$ cat src/hdl/pfs_pkg.sv
package pfs_pkg;

  localparam int MAX_MSG_BYTES_DEF = 65536;

  localparam int CFG_IDX_W  = 8;
  localparam int CFG_DATA_W = 8;

  localparam logic [CFG_IDX_W-1:0] REG_TARGET_FIELD = 8'd0;
  localparam logic [CFG_IDX_W-1:0] REG_TARGET_KIND  = 8'd1;

  localparam logic [2:0] WT_VARINT = 3'd0;
  localparam logic [2:0] WT_I64    = 3'd1;
  localparam logic [2:0] WT_LEN    = 3'd2;
  localparam logic [2:0] WT_I32    = 3'd5;

  localparam logic [3:0]  VARINT_MAX_BYTES = 4'd10;
  localparam logic [31:0] SKIP_I32_BYTES   = 32'd4;
  localparam logic [31:0] SKIP_I64_BYTES   = 32'd8;

  typedef enum logic [2:0] {
    PH_TAG,
    PH_VARINT,
    PH_LEN,
    PH_SKIP,
    PH_DONE
  } phase_t;

  typedef struct packed {
    logic [7:0] msg_byte;
    logic       last;
  } item_t;

  typedef struct packed {
    logic        found;
    logic [63:0] field_value;
    logic [15:0] data_offset;
    logic [31:0] data_length;
  } result_t;

  function automatic logic [31:0] sat32(input logic [63:0] v);
    logic [31:0] r;
    r = (v[63:32] != 32'd0) ? 32'hFFFF_FFFF : v[31:0];
    return r;
  endfunction

endpackage

$ cat src/hdl/pfs_in_if.sv
interface pfs_in_if import pfs_pkg::*; ();
  logic       valid;
  logic       ready;
  logic [7:0] msg_byte;
  logic       last;

  modport source (output valid, output msg_byte, output last, input ready);
  modport sink (input valid, input msg_byte, input last, output ready);
endinterface

$ cat src/hdl/pfs_out_if.sv
interface pfs_out_if import pfs_pkg::*; ();
  logic        valid;
  logic        ready;
  logic        found;
  logic [63:0] field_value;
  logic [15:0] data_offset;
  logic [31:0] data_length;

  modport source (output valid, output found, output field_value, output data_offset,
                  output data_length, input ready);
  modport sink (input valid, input found, input field_value, input data_offset,
                input data_length, output ready);
endinterface

$ cat src/hdl/pfs_cfg_if.sv
interface pfs_cfg_if import pfs_pkg::*; ();
  logic                  valid;
  logic                  ready;
  logic [CFG_IDX_W-1:0]  reg_index;
  logic [CFG_DATA_W-1:0] wdata;

  modport source (output valid, output reg_index, output wdata, input ready);
  modport sink (input valid, input reg_index, input wdata, output ready);
endinterface

$ cat src/hdl/pfs_in_stage.sv
module pfs_in_stage import pfs_pkg::*; (
  input  logic         clk,
  input  logic         rst_n,
  pfs_in_if.sink       in_ch,
  input  logic         item_take,
  output logic         item_valid,
  output item_t        item
);

  logic  valid_r, valid_nxt;
  item_t item_r;
  logic  load;

  assign in_ch.ready = !valid_r || item_take;
  assign load        = in_ch.valid && in_ch.ready;
  assign valid_nxt   = load ? 1'b1 : (item_take ? 1'b0 : valid_r);

  always_ff @(posedge clk) begin
    if (!rst_n) begin
      valid_r <= 1'b0;
    end else begin
      valid_r <= valid_nxt;
    end
  end

  always_ff @(posedge clk) begin
    if (load) begin
      item_r.msg_byte <= in_ch.msg_byte;
      item_r.last     <= in_ch.last;
    end
  end

  assign item_valid = valid_r;
  assign item       = item_r;

endmodule

$ cat src/hdl/pfs_scan.sv
module pfs_scan import pfs_pkg::*; #(
  parameter int MAX_MSG_BYTES = MAX_MSG_BYTES_DEF
) (
  input  logic    clk,
  input  logic    rst_n,
  pfs_cfg_if.sink cfg_ch,
  input  logic    item_valid,
  input  item_t   item,
  input  logic    out_free,
  output logic    item_take,
  output logic    res_valid,
  output result_t res
);

  localparam int          CAP_INT = (MAX_MSG_BYTES - 1 > 65535) ? 65535 : MAX_MSG_BYTES - 1;
  localparam logic [15:0] POS_CAP = 16'(CAP_INT);

  logic [7:0]  target_field_r;
  logic        target_kind_r;

  phase_t      phase_r, phase_nxt;
  logic [63:0] acc_r, acc_nxt;
  logic [3:0]  cnt_r, cnt_nxt;
  logic [15:0] pos_r, pos_nxt;
  logic [31:0] skip_r, skip_nxt;
  logic        match_r, match_nxt;

  logic [7:0]  b;
  logic [63:0] ext;
  logic [5:0]  sh_amt;
  logic [63:0] acc_new;
  logic [3:0]  cnt_inc;
  logic        vi_done, vi_bad;
  logic [15:0] pos_next;
  logic [2:0]  tag_wt;
  logic [7:0]  tag_fn;
  logic        tag_match;
  logic [31:0] len_sat;
  logic [31:0] skip_dec;
  logic        step_fail, step_hit, emit;

  assign cfg_ch.ready = 1'b1;

  always_ff @(posedge clk) begin
    if (!rst_n) begin
      target_field_r <= 8'd1;
      target_kind_r  <= 1'b0;
    end else if (cfg_ch.valid) begin
      if (cfg_ch.reg_index == REG_TARGET_FIELD) begin
        target_field_r <= cfg_ch.wdata;
      end else if (cfg_ch.reg_index == REG_TARGET_KIND) begin
        target_kind_r <= cfg_ch.wdata[0];
      end
    end
  end

  // varint byte step
  assign b       = item.msg_byte;
  assign ext     = {57'd0, b[6:0]};
  assign sh_amt  = 6'(7 * int'(cnt_r));
  assign acc_new = acc_r | ((cnt_r < VARINT_MAX_BYTES) ? (ext << sh_amt) : 64'd0);
  assign cnt_inc = cnt_r + 4'd1;
  assign vi_done = !b[7];
  assign vi_bad  = b[7] && (cnt_inc >= VARINT_MAX_BYTES);

  assign pos_next  = (pos_r < POS_CAP) ? pos_r + 16'd1 : POS_CAP;
  assign tag_wt    = acc_new[2:0];
  assign tag_fn    = acc_new[10:3];
  assign tag_match = (tag_fn == target_field_r) &&
                     (tag_wt == (target_kind_r ? WT_LEN : WT_VARINT));
  assign len_sat   = sat32(acc_new);
  assign skip_dec  = (skip_r != 32'd0) ? skip_r - 32'd1 : skip_r;

  always_comb begin
    step_fail = 1'b0;
    step_hit  = 1'b0;
    res       = '0;
    case (phase_r)
      PH_TAG: begin
        if (vi_bad) begin
          step_fail = 1'b1;
        end else if (vi_done && !(tag_wt inside {WT_VARINT, WT_I64, WT_LEN, WT_I32})) begin
          step_fail = 1'b1;
        end
      end
      PH_VARINT: begin
        if (vi_bad) begin
          step_fail = 1'b1;
        end else if (vi_done && match_r) begin
          step_hit        = 1'b1;
          res.found       = 1'b1;
          res.field_value = acc_new;
        end
      end
      PH_LEN: begin
        if (vi_bad) begin
          step_fail = 1'b1;
        end else if (vi_done && match_r) begin
          step_hit        = 1'b1;
          res.found       = 1'b1;
          res.data_offset = pos_next;
          res.data_length = len_sat;
        end
      end
      default: ;
    endcase
    emit      = step_fail || step_hit || (item.last && phase_r != PH_DONE);
    item_take = item_valid && (!emit || out_free);
    res_valid = item_valid && emit && out_free;
  end

  always_comb begin
    phase_nxt = phase_r;
    acc_nxt   = acc_r;
    cnt_nxt   = cnt_r;
    pos_nxt   = pos_r;
    skip_nxt  = skip_r;
    match_nxt = match_r;
    if (item_take) begin
      case (phase_r)
        PH_TAG: begin
          acc_nxt = acc_new;
          cnt_nxt = cnt_inc;
          if (!vi_bad && vi_done) begin
            match_nxt = tag_match;
            acc_nxt   = 64'd0;
            cnt_nxt   = 4'd0;
            case (tag_wt)
              WT_VARINT: phase_nxt = PH_VARINT;
              WT_LEN:    phase_nxt = PH_LEN;
              WT_I32: begin
                skip_nxt  = SKIP_I32_BYTES;
                phase_nxt = PH_SKIP;
              end
              WT_I64: begin
                skip_nxt  = SKIP_I64_BYTES;
                phase_nxt = PH_SKIP;
              end
              default: ;
            endcase
          end
        end
        PH_VARINT: begin
          acc_nxt = acc_new;
          cnt_nxt = cnt_inc;
          if (!vi_bad && vi_done) begin
            if (!match_r) begin
              phase_nxt = PH_TAG;
            end
            acc_nxt = 64'd0;
            cnt_nxt = 4'd0;
          end
        end
        PH_LEN: begin
          acc_nxt = acc_new;
          cnt_nxt = cnt_inc;
          if (!vi_bad && vi_done) begin
            if (!match_r) begin
              skip_nxt  = len_sat;
              phase_nxt = (len_sat == 32'd0) ? PH_TAG : PH_SKIP;
            end
            acc_nxt = 64'd0;
            cnt_nxt = 4'd0;
          end
        end
        PH_SKIP: begin
          skip_nxt = skip_dec;
          if (skip_dec == 32'd0) begin
            phase_nxt = PH_TAG;
          end
        end
        default: ;
      endcase
      if (step_fail || step_hit) begin
        phase_nxt = PH_DONE;
      end
      pos_nxt = pos_next;
      if (item.last) begin
        phase_nxt = PH_TAG;
        acc_nxt   = 64'd0;
        cnt_nxt   = 4'd0;
        pos_nxt   = 16'd0;
        skip_nxt  = 32'd0;
        match_nxt = 1'b0;
      end
    end
  end

  always_ff @(posedge clk) begin
    if (!rst_n) begin
      phase_r <= PH_TAG;
      acc_r   <= 64'd0;
      cnt_r   <= 4'd0;
      pos_r   <= 16'd0;
      skip_r  <= 32'd0;
      match_r <= 1'b0;
    end else begin
      phase_r <= phase_nxt;
      acc_r   <= acc_nxt;
      cnt_r   <= cnt_nxt;
      pos_r   <= pos_nxt;
      skip_r  <= skip_nxt;
      match_r <= match_nxt;
    end
  end

endmodule

$ cat src/hdl/pfs_out_stage.sv
module pfs_out_stage import pfs_pkg::*; (
  input  logic     clk,
  input  logic     rst_n,
  input  logic     res_valid,
  input  result_t  res,
  output logic     out_free,
  pfs_out_if.source out_ch
);

  logic    valid_r, valid_nxt;
  result_t res_r;

  assign out_free  = !valid_r || out_ch.ready;
  assign valid_nxt = res_valid ? 1'b1 : (out_ch.ready ? 1'b0 : valid_r);

  always_ff @(posedge clk) begin
    if (!rst_n) begin
      valid_r <= 1'b0;
    end else begin
      valid_r <= valid_nxt;
    end
  end

  always_ff @(posedge clk) begin
    if (res_valid) begin
      res_r <= res;
    end
  end

  assign out_ch.valid       = valid_r;
  assign out_ch.found       = res_r.found;
  assign out_ch.field_value = res_r.field_value;
  assign out_ch.data_offset = res_r.data_offset;
  assign out_ch.data_length = res_r.data_length;

endmodule

$ cat src/hdl/protobuf_field_scanner_top.sv
// Path: a byte's transaction loads the input register, which feeds the scan logic; the scan
//   logic loads the result register once it is free; at most one result per message.
// Throughput: one byte per cycle; a byte that emits a result (deciding, or a message's last)
//   waits in the input register while the result register holds an unaccepted transaction.
// Reset: synchronous, active-low rst_n; clears scan state, valid flags and sets
//   target_field = 1, target_kind = 0.
module protobuf_field_scanner_top import pfs_pkg::*; #(
  parameter int MAX_MSG_BYTES = MAX_MSG_BYTES_DEF
) (
  input  logic      clk,
  input  logic      rst_n,
  pfs_in_if.sink    in_ch,
  pfs_out_if.source out_ch,
  pfs_cfg_if.sink   cfg_ch
);

  logic    item_valid;
  item_t   item;
  logic    item_take;
  logic    out_free;
  logic    res_valid;
  result_t res;

  pfs_in_stage u_in_stage (
    .clk        (clk),
    .rst_n      (rst_n),
    .in_ch      (in_ch),
    .item_take  (item_take),
    .item_valid (item_valid),
    .item       (item)
  );

  pfs_scan #(
    .MAX_MSG_BYTES (MAX_MSG_BYTES)
  ) u_scan (
    .clk        (clk),
    .rst_n      (rst_n),
    .cfg_ch     (cfg_ch),
    .item_valid (item_valid),
    .item       (item),
    .out_free   (out_free),
    .item_take  (item_take),
    .res_valid  (res_valid),
    .res        (res)
  );

  pfs_out_stage u_out_stage (
    .clk       (clk),
    .rst_n     (rst_n),
    .res_valid (res_valid),
    .res       (res),
    .out_free  (out_free),
    .out_ch    (out_ch)
  );

endmodule

$ cat src/flat_wrapper.sv
// flat-port wrapper written by rule: the top's interface ports become plain ports
module protobuf_field_scanner_top_flat import pfs_pkg::*;
#(
  parameter int MAX_MSG_BYTES = MAX_MSG_BYTES_DEF
)
  (clk, rst_n, in_ch_valid, in_ch_msg_byte, in_ch_last, in_ch_ready, out_ch_valid, out_ch_found, out_ch_field_value, out_ch_data_offset, out_ch_data_length, out_ch_ready, cfg_ch_valid, cfg_ch_reg_index, cfg_ch_wdata, cfg_ch_ready);
  pfs_in_if in_ch_i ();
  pfs_out_if out_ch_i ();
  pfs_cfg_if cfg_ch_i ();
  input  logic clk;
  input  logic rst_n;
  input wire logic [$bits(in_ch_i.valid)-1:0] in_ch_valid;
  input wire logic [$bits(in_ch_i.msg_byte)-1:0] in_ch_msg_byte;
  input wire logic [$bits(in_ch_i.last)-1:0] in_ch_last;
  output wire logic [$bits(in_ch_i.ready)-1:0] in_ch_ready;
  output wire logic [$bits(out_ch_i.valid)-1:0] out_ch_valid;
  output wire logic [$bits(out_ch_i.found)-1:0] out_ch_found;
  output wire logic [$bits(out_ch_i.field_value)-1:0] out_ch_field_value;
  output wire logic [$bits(out_ch_i.data_offset)-1:0] out_ch_data_offset;
  output wire logic [$bits(out_ch_i.data_length)-1:0] out_ch_data_length;
  input wire logic [$bits(out_ch_i.ready)-1:0] out_ch_ready;
  input wire logic [$bits(cfg_ch_i.valid)-1:0] cfg_ch_valid;
  input wire logic [$bits(cfg_ch_i.reg_index)-1:0] cfg_ch_reg_index;
  input wire logic [$bits(cfg_ch_i.wdata)-1:0] cfg_ch_wdata;
  output wire logic [$bits(cfg_ch_i.ready)-1:0] cfg_ch_ready;
  assign in_ch_i.valid = in_ch_valid;
  assign in_ch_i.msg_byte = in_ch_msg_byte;
  assign in_ch_i.last = in_ch_last;
  assign in_ch_ready = in_ch_i.ready;
  assign out_ch_valid = out_ch_i.valid;
  assign out_ch_found = out_ch_i.found;
  assign out_ch_field_value = out_ch_i.field_value;
  assign out_ch_data_offset = out_ch_i.data_offset;
  assign out_ch_data_length = out_ch_i.data_length;
  assign out_ch_i.ready = out_ch_ready;
  assign cfg_ch_i.valid = cfg_ch_valid;
  assign cfg_ch_i.reg_index = cfg_ch_reg_index;
  assign cfg_ch_i.wdata = cfg_ch_wdata;
  assign cfg_ch_ready = cfg_ch_i.ready;
  protobuf_field_scanner_top #(.MAX_MSG_BYTES(MAX_MSG_BYTES)) u_core (.clk(clk), .rst_n(rst_n), .in_ch(in_ch_i), .out_ch(out_ch_i), .cfg_ch(cfg_ch_i));
endmodule
$ cat config.mk
export PLATFORM = sky130hd
export DESIGN_NAME = protobuf_field_scanner_top_flat
export DESIGN_NICKNAME = d
export VERILOG_FILES = /design/src/hdl/pfs_pkg.sv /design/src/hdl/pfs_in_if.sv /design/src/hdl/pfs_out_if.sv /design/src/hdl/pfs_cfg_if.sv /design/src/hdl/pfs_in_stage.sv /design/src/hdl/pfs_scan.sv /design/src/hdl/pfs_out_stage.sv /design/src/hdl/protobuf_field_scanner_top.sv /design/src/flat_wrapper.sv
export SDC_FILE = /design/constraint.sdc
export NUM_CORES = 1
export LEC_CHECK = 0
export ABC_CLOCK_PERIOD_IN_PS = 10580
export BUFFER_PORTS_ARGS = -buffer_cell sky130_fd_sc_hd__buf_2
export CAP_MARGIN = 10
export CORE_UTILIZATION = 35
export CTS_CLUSTER_SIZE = 28
export DETAILED_ROUTE_END_ITERATION = 7
export GPL_TIMING_DRIVEN = 0
export PLACE_DENSITY = 0.57
export SYNTH_ARGS = -nofsm -noshare
export SYNTH_HDL_FRONTEND = slang
export SYNTH_SLANG_ARGS = --single-unit
$ cat constraint.sdc
create_clock -name clk -period 10.58 [get_ports clk]
set_clock_uncertainty 0.15 [all_clocks]
set_input_delay 1.058 -clock clk [delete_from_list [all_inputs] [get_ports clk]]
set_output_delay 1.058 -clock clk [all_outputs]
set_load 0.01 [all_outputs]
# After elaboration in Yosys (flattened, before gate mapping)
# Index checks and enable logic that the tools add are counted.
classes:
  order_cmp: 3
  n_mul: 1
  n_shift: 1
  bitwise_logic: 5
  add_sub_neg: 3
  n_eq_ne: 21
  n_reduce_logical: 47
  muxes: 46
ops:
  columns: ["cell", "n"]
  rows:
  - ["64-bit 2-to-1 mux", 4]
  - ["32-bit 2-to-1 mux", 6]
  - ["65-bit 2-to-1 mux", 2]
  - ["32-bit one-hot mux with 3 select lines", 1]
  - ["32-bit zero test", 2]
  - ["64-bit OR", 1]
  - ["32-bit one-hot mux with 2 select lines", 1]
  - ["32-bit nonzero test", 2]
  - ["7-bit by 6-bit left shift with 64-bit output", 1]
  - ["16-bit 2-to-1 mux", 2]
  - ["32-bit by 1-bit subtractor with 32-bit output, second input constant", 1]
  - ["4-bit by 3-bit inequality test with 1-bit output, second input constant", 7]
  - ["3-bit 2-to-1 mux", 8]
  - ["16-bit by 1-bit adder with 16-bit output, second input constant", 1]
  - ["16-bit less-than comparator, second input constant", 1]
  - ["1-bit 2-to-1 mux", 13]
  - ["4-bit 2-to-1 mux", 3]
  - ["3-bit one-hot mux with 4 select lines", 1]
  - ["1-bit logical AND", 10]
  - ["2-bit nonzero test", 5]
  - ["3-bit by 2-bit equality test with 1-bit output, second input constant", 3]
  - ["3-bit by 2-bit inequality test with 1-bit output, second input constant", 3]
  - ["3-bit one-hot mux with 3 select lines", 1]
  - ["9-bit AND reduction", 1]
  - ["other kinds (25)", 47]
totals:
  input_bits: 30
  ff_bits: 253

# Depth between registers and ports, before layout
# Gate-level depths: netlist of the first run.
logic_depth:
  ltp_word: 19
  mapped_depth: 16
  mapped_depth_nobuf: 13

# Hierarchy
# From an unflattened synthesis of the first run, not the netlist that was laid out.
unflattened:
  cells_unflattened: 1400
  hier_area_um2: 12858.6
by_module_without_submodules:
  columns: ["module", "cells_per_inst", "area_per_inst_um2", "instances", "seq_area_each_um2"]
  rows:
  - ["pfs_scan", 1269, 9088.7, 1, 2582.5]
  - ["pfs_out_stage", 117, 3442.1, 1, 3413.3]
  - ["pfs_in_stage", 14, 327.8, 1, 290.3]

# Least setup slack after synthesis of the first run
# OpenSTA, ideal clock, no wires.
synth_path:
  kind: "register -> register"
  startpoint: "register u_core.u_scan.cnt_r[1]"
  endpoint: "register u_core.u_out_stage.res_r (netlist bit u_core.u_out_stage.out_ch.data_length[0]), enable pin"
  t_arrival_ns: 8.166
  path_slack_ns: 1.666
  setup_time_ns: 0.599
  synth_period_minus_slack_ns: 8.914
  path_stages_with_launch: 12
  path_cell_list: "dfxtp_1 inv_1 fa_1 fa_1 nor2b_1 nand2_1 a2111oi_4 a211oi_4 nor3_1 nand2b_1 nand3_1 nor2b_1"
synth_via:
  elab_chain_len: 15
  word_cells_on_any_way: 25
synth_rtl:
  columns: ["item", "line", "rtl"]
  rows:
  - ["from (decl)", "pfs_scan.sv:23", "logic [3:0] cnt_r, cnt_nxt;"]
  - ["from (signal assigned)", "pfs_scan.sv:200", "cnt_r <= cnt_nxt;"]
  - ["3-bit by 4-bit multiplier with 6-bit output", "pfs_scan.sv:60", "assign sh_amt = 6'(7 * int'(cnt_r));"]
  - ["7-bit by 6-bit left shift with 64-bit output", "pfs_scan.sv:61", "assign acc_new = acc_r | ((cnt_r < VARINT_MAX_BYTES) ? (ext << sh_amt) : 64'd0);"]
  - ["64-bit 2-to-1 mux", "pfs_scan.sv:61", null]
  - ["64-bit OR", "pfs_scan.sv:61", null]
  - ["3-bit by 1-bit equality test with 1-bit output (tied with other cells)", "pfs_scan.sv:82", "end else if (vi_done && !(tag_wt inside {WT_VARINT, WT_I64, WT_LEN, WT_I32})) begin"]
  - ["4-bit nonzero test", "pfs_scan.sv:82", null]
  - ["1-bit zero test", "pfs_scan.sv:82", null]
  - ["1-bit logical AND", "pfs_scan.sv:82", null]
  - ["1-bit 2-to-1 mux", "pfs_scan.sv:82", null]
  - ["1-bit 2-to-1 mux", "pfs_scan.sv:80", "if (vi_bad) begin"]
  - ["1-bit one-hot mux with 2 select lines", "pfs_scan.sv:78", "case (phase_r)"]
  - ["1-bit logical OR * (2 in series)", "pfs_scan.sv:107", "emit = step_fail || step_hit || (item.last && phase_r != PH_DONE);"]
  - ["1-bit logical AND * (2 in series)", "pfs_scan.sv:109", "res_valid = item_valid && emit && out_free;"]
  - ["via u_core.res_valid", "protobuf_field_scanner_top.sv:21", "logic res_valid;"]
  - ["to (signal assigned)", "pfs_out_stage.sv:26", "res_r <= res;"]
  - ["to (decl)", "pfs_out_stage.sv:11", "result_t res_r;"]
# The timed path passes the listed nets; every way through them passes the cells marked *.
# A chain may end at the register's enable or synchronous reset.

# Worst setup path after layout of the first run
layout_path:
  startpoint: "register u_core.u_scan.cnt_r[1]"
  endpoint: "output in_ch_ready"
layout_via:
  elab_chain_len: 17
  word_cells_on_any_way: 27
layout_rtl:
  columns: ["item", "line", "rtl"]
  rows:
  - ["3-bit by 4-bit multiplier with 6-bit output", "pfs_scan.sv:60", null]
  - ["7-bit by 6-bit left shift with 64-bit output", "pfs_scan.sv:61", null]
  - ["64-bit 2-to-1 mux", "pfs_scan.sv:61", null]
  - ["64-bit OR", "pfs_scan.sv:61", null]
  - ["3-bit by 1-bit equality test with 1-bit output (tied with other cells)", "pfs_scan.sv:82", null]
  - ["4-bit nonzero test", "pfs_scan.sv:82", null]
  - ["1-bit zero test", "pfs_scan.sv:82", null]
  - ["1-bit logical AND", "pfs_scan.sv:82", null]
  - ["1-bit 2-to-1 mux", "pfs_scan.sv:82", null]
  - ["1-bit 2-to-1 mux", "pfs_scan.sv:80", null]
  - ["1-bit one-hot mux with 2 select lines", "pfs_scan.sv:78", null]
  - ["1-bit logical OR * (2 in series)", "pfs_scan.sv:107", null]
  - ["1-bit zero test *", "pfs_scan.sv:108", "item_take = item_valid && (!emit || out_free);"]
  - ["1-bit logical OR *", "pfs_scan.sv:108", null]
  - ["1-bit logical AND *", "pfs_scan.sv:108", null]
  - ["1-bit logical OR *", "pfs_in_stage.sv:14", "assign in_ch.ready = !valid_r || item_take;"]
  - ["to (decl)", "flat_wrapper.sv:15", "output wire logic [$bits(in_ch_i.ready)-1:0] in_ch_ready;"]
# Every way passes the cells marked *; elsewhere a longest branch is shown, timed or not.

==> metrics, run 1 <==
outcome=finished, final reports clean; vias in the first global route=11307; Synth cell types=83; Worst slew margin=0.126; cell count after synthesis=1412; reported net switching power=0.587 mW; # fillers=3600; initial antenna violation count=0; Largest stage delay, worst path=720 ps; layout cells sized above 1=0.165; Yosys reg bits=253; Hold Slack=345 ps; Syn-to-layout area delta=17.9%; Max Cap Violations=0; Worst-path clk slew=70 ps; Hold Vio Cnt, Final=0; Initial Util=0.359; vias per cell=5.76; synthesized area=0.0129 mm^2; Switching Fraction=0.262; CTS Buffer Depth=3; Root Buffer=clkbuf_16; FFs w/ async S/R, synth=0; register area share after synthesis=0.487; hold buffers post-CTS=0; DRT iter0 DRCs=965; largest net degree at the start of global routing=39; H-tree depth=1; Flop pwr share=0.473; Slew @ Worst Pin=1310 ps; Die H=194 um; ant diodes=0; row cnt=69; Crit Path Class=register to primary output; crit-path cells=inv_1 > fa_1 > fa_1 > nand2b_1 > nor3_1 > a21bo_1 > a211oi_4 > nor3_1 > nand2b_1 > nand3_1 > nor2_1 > inv_1 > buf_2; Clock Power Share=0.430; clock period minus worst slack=6160 ps; syn avg cell area=9.13 um^2; crit share post-route=0.583; maximum vdd drop=0.121 mV; fmax=0.162 GHz; Port Buf Inserts=143; Post-synth EDFFs=122; YS warnings=0; total global-route track usage=0.231; final setup fails=0; most common cell after layout, fill and taps aside=a21oi_1; internal power=1.65 mW; Detailed Place HPWL=32400 um; core region area=0.0359 mm^2; IO Pins=146; Total Routed Length=44300 um; Setup crit end kind=primary output; CTS tree=built; DRC violations left=0; Final ANT Viol Nets=0; first-pass GRT wire length=68000 um; storage element area=0.00629 mm^2; TritonCTS Buffers=28; Die W=194 um; post-CTS setup buffers=0; Worst-Skew Late Latency=570 ps; WP data arrival=4960 ps; post-cts resize count=0; Min-Delay Path Class=register to register; die footprint=0.0376 mm^2; Synth Flop Type=dfxtp_1; CP Max Fanout=8; nets@finish=1636; Overall Power=2.24 mW; pwr dens=147 mW/mm^2; total number of vias=11954; most frequent cells in the layout=220 x a21oi_1, 212 x nor2_1, 169 x buf_2, 131 x dfxtp_1, 122 x edfxtp_1; Final Max Slew Viols=0; CP Launch Type=register; Pre-antenna DRT Iters=5; CP max-delay cell=fa_1; gpl congestion=0.910; post-DR wirelength/cell=21.3 um; data required time at the worst endpoint=9370 ps; P_leak=5.48 nW; syn nets=1457; grt total ovfl=0; area occupied by multi-input gates=0.00610 mm^2; Logic pwr share=0.098; unrepaired setup endpoints after global routing=false; CTS Sinks=253
==> cell type report <==
cell class                      instances  area share
Inverter                               27     0.00667
Sequential cell                       253       0.413
Clock inverter                         19     0.00930
Buffer                                 95      0.0272
Multi-Input combinational cell       1037       0.401
Tap cell                              461      0.0379
Clock buffer                           33      0.0500
Timing Repair Buffer                  149      0.0540
==> per-layer routing <==
metal	part of all wire	vias up	wire length, um	global-route usage
met4	0.034	0	1500	0.0808
met3	0.066	94	2910	0.0275
met2	0.46	524	20200	0.377
met1	0.44	5744	19600	0.316
met5	0	-	0	0
li1	-	5592	-	-
==> cell families (layout without fill, tap and decap cells) <==
kind of cell / Yosys count / after routing / share of synthesized area
simple gates: 542 / 542 / 0.208
compound gates: 421 / 421 / 0.202
flops: 253 / 253 / 0.487
buf+inv: 122 / 323 / 0.0400
xor+xnor: 29 / 29 / 0.0203
mux: 29 / 29 / 0.0255
fa+ha+maj: 15 / 15 / 0.0169
other cells: 1 / 1 / 0.000291
==> sequential cells by signal (all words and copies together), names as in the netlist <==
register,cells
u_core.u_scan.acc_r,64
u_core.u_in_stage.item,9
u_core.u_scan.pos_r,16
u_core.u_scan.skip_r,32
u_core.u_scan.target_kind_r,1
u_core.u_out_stage.out_ch.field_value,64
u_core.u_scan.cnt_r,4
u_core.u_out_stage.out_ch.found,1
u_core.u_out_stage.out_ch.data_offset,16
u_core.u_out_stage.out_ch.data_length,32
u_core.u_scan.match_r,1
u_core.u_scan.target_field_r,8
u_core.u_out_stage.out_ch.valid,1
u_core.u_scan.phase_r,3
u_core.u_in_stage.item_valid,1
==> critical path: cells and delay by family, from the launching register on <==
family | cells | cell delay, ps
simple gates | 6 | 1370
fa+ha+maj | 2 | 1280
buf+inv | 3 | 400
flops | 1 | 510
compound gates | 2 | 830
==> power by group through the flow <==
| stage | clock network, mW | registers (mW) | logic [mW] |
|---|---|---|---|
| after global placement | 0 | 1.09 | 0.208 |
| after global routing | 1.02 | 1.06 | 0.232 |
| after floorplan | 0 | 1.09 | 0.116 |
| final | 0.961 | 1.06 | 0.219 |
| after CTS | 0.980 | 1.06 | 0.216 |
| after detailed placement | 0 | 1.08 | 0.215 |
==> stage by stage <==
step	area [um^2]	std cells	setup WS (ps)	utilization	setup TNS [ps]
3_3_place_gp	14200	2016	-1330	0.395	-148180
4_1_cts	15200	2074	4440	0.423	0
2_1_floorplan	12900	1412	1670	-	0
6_report	15200	2074	4420	0.423	0
5_1_grt	15200	2074	4140	0.423	0
3_5_place_dp	14300	2022	4850	0.398	0
==> final timing paths <==
path                               start                                        to  slack, ps  depth (start not counted)
hold reg to reg   u_core.u_scan.acc_r[6]                    u_core.u_scan.acc_r[6]        350                          2
hold / removal    u_core.u_scan.acc_r[6]                    u_core.u_scan.acc_r[6]        350                          2
setup reg to reg  u_core.u_scan.cnt_r[1]  u_core.u_out_stage.out_ch.data_length[6]       4650                         15
setup / recovery  u_core.u_scan.cnt_r[1]                               in_ch_ready       4420                         13
==> Yosys cell counts (all sizes together), types with 16 or more instances <==
master,n,area share
xor2,17,0.012
nand3,32,0.013
o21ai,50,0.019
a211oi,18,0.011
clkbuf,60,0.018
a21oi,220,0.085
nor2,212,0.062
a21o,18,0.010
o22ai,16,0.0078
nand2,68,0.020
or3,19,0.0092
inv,26,0.0076
buf,35,0.015
nor3,73,0.029
dfxtp,131,0.20
nor4,27,0.015
edfxtp,122,0.28
mux2i,19,0.015
(Power assumes the default switching activity.)
==> inputs of run 2 (changes only) <==
--- a/config.mk
+++ b/config.mk
@@ -5,7 +5,8 @@
 export SDC_FILE = /design/constraint.sdc
 export NUM_CORES = 1
 export LEC_CHECK = 0
-export ABC_CLOCK_PERIOD_IN_PS = 10580
+export ABC_AREA = 1
+export ABC_CLOCK_PERIOD_IN_PS = 6100
 export BUFFER_PORTS_ARGS = -buffer_cell sky130_fd_sc_hd__buf_2
 export CAP_MARGIN = 10
 export CORE_UTILIZATION = 35
==> constraint.sdc (replaced) <==
create_clock -name clk -period 6.1 [get_ports clk]
set_clock_uncertainty 0.15 [all_clocks]
set_input_delay 0.61 -clock clk [delete_from_list [all_inputs] [get_ports clk]]
set_output_delay 0.61 -clock clk [all_outputs]
set_load 0.01 [all_outputs]
==> run 2 against run 1 <==
Against the previous run: synthesized cell count rose by 31%; sequential cell count unchanged; clock-buffer cell count decreased by 2; register-to-register slack worse by 4000 ps; total power grew 110%; final area up 5.0%; first-iteration DRC count grew 32%; die area increased by 4.2%; critical path type is now register to register; critical endpoint is now u_core.u_out_stage.out_ch.data_length[10]; largest cell class unchanged.
==> metrics, run 2 <==
synthesized area=0.0134 mm^2 (+4.3%); post-cts resize count=0 (unchanged); Synth Flop Type=dfxtp_1; # fillers=3979 (+11%); hold path start=in_ch_msg_byte[7]; Synth top cells by count=450 x nand2_1, 295 x nor2_1, 198 x inv_1, 175 x nand3_1, 131 x dfxtp_1; CTS Sinks=253 (unchanged); CP Max Fanout=34 (+26); Worst-Skew Late Latency=590 ps (+20 ps); unrepaired setup endpoints after global routing=false; clock period minus worst slack=5480 ps; TritonCTS Buffers=30 (+7.1%); Die W=198 um (+2.1%); fmax=0.182 GHz; Max Cap Violations=0 (unchanged); Area after DPL=0.0149 mm^2 (+4.1%); CTS tree=built; crit-path most repeated cell=nand2_1; most common cell after layout, fill and taps aside=nand2_1; Total Routed Length=46300 um (+4.5%); Detailed Place HPWL=35300 um (+8.9%); Hold Vio Cnt, Final=0 (unchanged); die footprint=0.0392 mm^2 (+4.2%); cell count after synthesis=1855 (+31%); crit-path cells=inv_1 > fa_1 > fa_1 > xor2_2 > inv_2 > nor2_1 > nand2_1 > nand2_1 > nor2_1 > nor2_1 > nand2_1 > nand3b_2 > nand2_1 > nor2_4 > buf_12 > buf_16; total global-route track usage=0.235 (+0.00416); vias per cell=5.05 (-12%); FFs w/ async S/R, synth=0 (unchanged); syn nets=1900 (+30%); Worst-path clk slew=60 ps (about the same); post-DR wirelength/cell=18.0 um (-16%); core region area=0.0378 mm^2 (+5.1%); ant diodes=0 (unchanged); maximum vdd drop=0.227 mV (+88%); largest net degree at the start of global routing=35 (-10%); DRC violations left=0 (unchanged); most common cell in the netlist=nand2_1; Overall Power=4.75 mW (+110%); vias in the first global route=12030 (+6.4%); layout cells sized above 1=0.125 (-0.0395); Die H=198 um (+2.1%); Final ANT Viol Nets=0 (unchanged); area occupied by multi-input gates=0.00600 mm^2 (-1.7%); total number of vias=12982 (+8.6%); initial antenna violation count=0 (unchanged); share of the synthesized area in the top cell type=0.272 (-0.0116); most frequent cells in the layout=450 x nand2_1, 294 x nor2_1, 198 x inv_1, 175 x nand3_1, 173 x buf_2; Synth cell types=46 (-45%); storage element area=0.00629 mm^2 (unchanged); worst reg2reg path startpoint=u_core.u_scan.cnt_r[1]; outcome=finished, final reports clean; pre-CTS setup slack=676 ps (-4180 ps); Root Buffer=clkbuf_16; Final WS setup=620 ps (-3800 ps); CP Launch Type=register; Pre-antenna DRT Iters=5 (unchanged); Worst slew margin=0.223 (+0.0967); Post-synth EDFFs=122 (unchanged); setup_tns=0 ps (unchanged); data required time at the worst endpoint=6230 ps (-3140 ps); Final Max Slew Viols=0 (unchanged); register area share after synthesis=0.467 (-0.0200); DRT iter0 DRCs=1272 (+32%); Min-Delay Path Class=primary input to register; Synth area leaders=edfxtp_1 27%, dfxtp_1 20%, nand2_1 13%, nor2_1 8.2%, nand3_1 6.5%; cell count after placement=2513 (+24%); Non-Filler Instances=2569 (+24%); Setup crit end kind=register; IO Pins=146 (unchanged); Worst Setup SP=u_core.u_scan.cnt_r[1]; first-pass GRT wire length=69800 um (+2.8%); final setup fails=0 (unchanged); WP data arrival=5610 ps (+650 ps); Yosys top cell by area=edfxtp_1; nets@finish=2079 (+27%); Initial Util=0.356 (-0.00292); P_leak=6.80 nW (+24%); Largest stage delay, worst path=760 ps (+40 ps); post-CTS setup buffers=0 (unchanged); Port Buf Inserts=144 (+0.70%); CP max-delay cell=nor2_4; CTS Buffer Depth=3 (unchanged); Yosys reg bits=253 (unchanged); YS warnings=0 (unchanged); gpl congestion=0.974 (+7.0%); hold buffers post-CTS=0 (unchanged); H-tree depth=1 (unchanged); row cnt=71 (+2.9%); Crit Path Class=register to register; Syn-to-layout area delta=18.7%; crit share post-route=0.898; syn avg cell area=7.25 um^2 (-21%); Slew @ Worst Pin=1160 ps (-144 ps); grt total ovfl=0 (unchanged); Final Cell Area=0.0160 mm^2 (+5.0%); pwr dens=297 mW/mm^2 (+100%)
run 2: cell type report:
cell class                 instances  area share
sequential                       253       0.394
multi-input combinational       1308       0.376
timing repair buffer             147      0.0494
inverter                         206      0.0486
clock buffer                      31      0.0472
tap                              511      0.0400
buffer                            88      0.0246
clock inverter                    25      0.0208
run 2: layer usage:
| metal | share of wire | track usage | vias to the layer above |
|---|---|---|---|
| met4 | 0.027 | 0.0787 | 0 |
| met2 | 0.42 | 0.352 | 488 |
| met5 | 0 | 0 | - |
| li1 | - | - | 6402 |
| met1 | 0.48 | 0.340 | 6019 |
| met3 | 0.073 | 0.0390 | 73 |
run 2: logic make-up after synthesis:
logic type | share of synthesized area
other cells | 0.000279
xor+xnor | 0.0129
simple gates | 0.301
fa+ha+maj | 0.0162
compound gates | 0.115
flops | 0.467
buf+inv | 0.0869
run 2: critical path, delay by kind of cell (launching register included):
kind / cells / cell delay [ps]
buffers and inverters: 4 / 890
xor gates and xnor gates: 1 / 540
DFF: 1 / 470
adders and majority gates: 2 / 1060
and+or+nand+nor: 9 / 2000
run 2: through the flow:
step | hold WS (ps) | utilization
final | 44.8 | 0.423
after global routing | 31.2 | 0.423
after CTS | 31.1 | 0.423
after detailed placement | 295 | 0.394
after global placement | 289 | 0.392
after floorplan | 274 | -
run 2: where the power goes:
group,switching (mW),leakage (nW),internal [mW]
clock network,0.767,0.521,1.20
logic,0.672,4.05,0.241
registers,0.0296,2.23,1.84
run 2: worst paths after layout:
path / end / cells after the start / slack, ps
worst max register to register: u_core.u_out_stage.out_ch.data_length[10] / 16 / 620
worst min register to register: u_core.u_scan.acc_r[26] / 2 / 300
worst min-delay path: u_core.u_in_stage.item[8] / 1 / 40
worst max-delay path: u_core.u_out_stage.out_ch.data_length[10] / 16 / 620
==> inputs of run 3 (changes only) <==
--- a/config.mk
+++ b/config.mk
@@ -9,11 +9,13 @@
 export ABC_CLOCK_PERIOD_IN_PS = 6100
 export BUFFER_PORTS_ARGS = -buffer_cell sky130_fd_sc_hd__buf_2
 export CAP_MARGIN = 10
+export CELL_PAD_IN_SITES_DETAIL_PLACEMENT = 1
+export CELL_PAD_IN_SITES_GLOBAL_PLACEMENT = 1
 export CORE_UTILIZATION = 35
 export CTS_CLUSTER_SIZE = 28
 export DETAILED_ROUTE_END_ITERATION = 7
 export GPL_TIMING_DRIVEN = 0
-export PLACE_DENSITY = 0.57
+export PLACE_DENSITY = 0.72
 export SYNTH_ARGS = -nofsm -noshare
 export SYNTH_HDL_FRONTEND = slang
 export SYNTH_SLANG_ARGS = --single-unit
==> run 3 against run 2 <==
Against the previous run: total power down 0.22%; critical path depth stayed put; final area decreased by 0.31%; first-iteration DRC count down 31%; combinational power up 3.0%; register-to-register slack improved by 140 ps; highest routed layer unchanged; critical endpoint is now u_core.u_out_stage.out_ch.data_length[21]; fmax is 2.6% higher.
==> metrics, run 3 (synthesis gave the netlist of run 2 again) <==
outcome=finished, final reports clean; Final Max Slew Viols=0 (unchanged); nets@finish=2078 (-0.048%); Worst Hold Depth=1 (unchanged); crit-path cells=inv_1 > fa_1 > fa_1 > xor2_2 > inv_2 > nor2_1 > nand2_1 > nand2_1 > nor2_1 > nor2_1 > nand2_1 > nand3b_2 > nand2_1 > nor2_4 > buf_12 > buf_16; pwr dens=298 mW/mm^2 (about the same); Detailed Place HPWL=39100 um (+11%); CTS Sinks=253 (unchanged); post-cts resize count=0 (unchanged); Worst Setup EP=u_core.u_out_stage.out_ch.data_length[21]; crit-path most repeated cell=nand2_1; vias per cell=5.26 (+4.2%); crit share post-route=0.876 (-0.0224); Largest delay share family, worst path=simple AND/OR/NAND/NOR gates; Slew @ Worst Pin=1130 ps (-33.0 ps); post-CTS setup buffers=0 (unchanged); internal power=3.27 mW (-0.41%); H-tree depth=1 (unchanged); Pre-antenna DRT Iters=7 (+2); hold buffers post-CTS=0 (unchanged); gpl congestion=0.947 (-2.8%); data required time at the worst endpoint=6230 ps (about the same); Logic pwr share=0.198 (+0.006); Root Buffer=clkbuf_16; TritonCTS Buffers=29 (-3.3%); total global-route track usage=0.263 (+0.0283); r2r endpoint=u_core.u_out_stage.out_ch.data_length[21]; Setup crit end kind=register; pre-CTS setup slack=679 ps (+3.33 ps); Worst Setup SP=u_core.u_scan.cnt_r[1]; Worst-path clk slew=60 ps (about the same); IO Pins=146 (unchanged); vias in the first global route=13696 (+14%); post-DR wirelength/cell=19.8 um (+10%); first-pass GRT wire length=78800 um (+13%); setup_tns=0 ps (unchanged); core region area=0.0378 mm^2 (unchanged); Final WS setup=757 ps (+137 ps); WP data arrival=5470 ps (-140 ps); Non-Filler Instances=2566 (-0.12%); Hold Vio Cnt, Final=0 (unchanged); worst reg2reg path startpoint=u_core.u_scan.cnt_r[1]; ant diodes=0 (unchanged); Register-to-Register Setup Slack=760 ps (+140 ps); final setup fails=0 (unchanged); clock period minus worst slack=5340 ps (-137 ps); Worst slew margin=0.245 (+0.0221); cell count after placement=2513 (unchanged); Final Util=0.422 (-0.00133); CP max-delay cell=nor2_4; CTS Buffer Depth=3 (unchanged); Reg2Reg Depth=16 (unchanged); Port Buf Inserts=144 (unchanged); total number of vias=13505 (+4.0%); most frequent cells in the layout=450 x nand2_1, 294 x nor2_1, 198 x inv_1, 175 x nand3_1, 173 x buf_2; die footprint=0.0392 mm^2 (unchanged); Switching Fraction=0.311 (+0.00136); Worst-Skew Late Latency=580 ps (about the same); DRC violations left=0 (unchanged); initial antenna violation count=0 (unchanged); layout cells sized above 1=0.121 (-0.00420); maximum vdd drop=0.194 mV (-15%); Buf/Inv on CP=4 (unchanged); Flop pwr share=0.395 (about the same); Die H=198 um (unchanged); Hold Slack=80.1 ps (+35.2 ps); Clock Power Share=0.407 (-0.007); Max Cap Violations=0 (unchanged); Syn-to-layout area delta=18.4%; Die W=198 um (unchanged); grt total ovfl=0 (unchanged); DRT iter0 DRCs=874 (-31%); reported net switching power=1.47 mW (+0.22%); most common cell after layout, fill and taps aside=nand2_1; Initial Util=0.356 (unchanged); CP Launch Type=register; CP Max Fanout=34 (unchanged); Crit Path Class=register to register; Crit path depth=16 (unchanged); unrepaired setup endpoints after global routing=false; Largest stage delay, worst path=760 ps (about the same); fmax=0.187 GHz (+2.6%); P_leak=6.78 nW (-0.31%); CTS tree=built; row cnt=71 (unchanged); Final ANT Viol Nets=0 (unchanged); largest net degree at the start of global routing=35 (unchanged); Min-Delay Path Class=primary input to register; Total Routed Length=50800 um (+9.9%)
[run 3: cell count changes in the layout (fill, tap and decap cells not counted), moves of 2 or more]
cell | previous run | this run
clkinv_2 | 6 | 3
clkinvlp_2 | 2 | 0
clkbuf_8 | 0 | 2
clkinv_1 | 5 | 8
clkbuf_1 | 50 | 53
clkinv_4 | 2 | 0
[run 3: worst reg2reg max path, delay by kind of cell, from the launching register on]
family	cells	cell delay, ps
XOR/XNOR	1	500
adder cells (fa/ha/maj)	2	1030
buffers and inverters	4	950
flip-flops	1	470
AND/OR/NAND/NOR	9	1960
[run 3: through the flow]
stage               cell area, um^2  power (mW)
floorplan                     13500        2.47
global placement              14800        2.80
detailed placement            14900        2.83
CTS                           15900        4.77
global route                  15900        4.92
finish                        15900        4.74
[run 3: worst min-delay path by stage]
stage / startpoint / endpoint
after global routing: in_ch_msg_byte[6] / u_core.u_in_stage.item[7]
after global placement: u_core.u_scan.acc_r[42] / u_core.u_scan.acc_r[42]
after detailed placement: u_core.u_scan.acc_r[32] / u_core.u_scan.acc_r[32]
final: in_ch_msg_byte[3] / u_core.u_in_stage.item[4]
after floorplan: u_core.u_scan.acc_r[32] / u_core.u_scan.acc_r[32]
after CTS: in_ch_msg_byte[3] / u_core.u_in_stage.item[4]
[run 3: cell type report]
cell class / instances / area [um^2]
fillers: 4807 / 21800
flip-flops and latches: 253 / 6290
multi-input cells: 1308 / 6000
repair buffers: 147 / 788
inverters: 206 / 776
clock buffers: 35 / 768
well taps: 511 / 639
plain buffers: 88 / 393
clock inverters: 18 / 268
[run 3: power by group through the flow]
stage	Combinational (mW)	Clock, mW	Sequential, mW
after floorplan	0.549	0	1.92
after global placement	0.889	0	1.91
after detailed placement	0.919	0	1.91
after CTS	0.925	1.97	1.87
after global routing	1.03	2.02	1.88
final	0.940	1.93	1.87
[run 3: layer usage]
layer | track usage | routed length [um]
met4 | 0.0953 | 1770
met3 | 0.0353 | 2950
met2 | 0.418 | 22800
met1 | 0.364 | 23400
met5 | 0 | 0
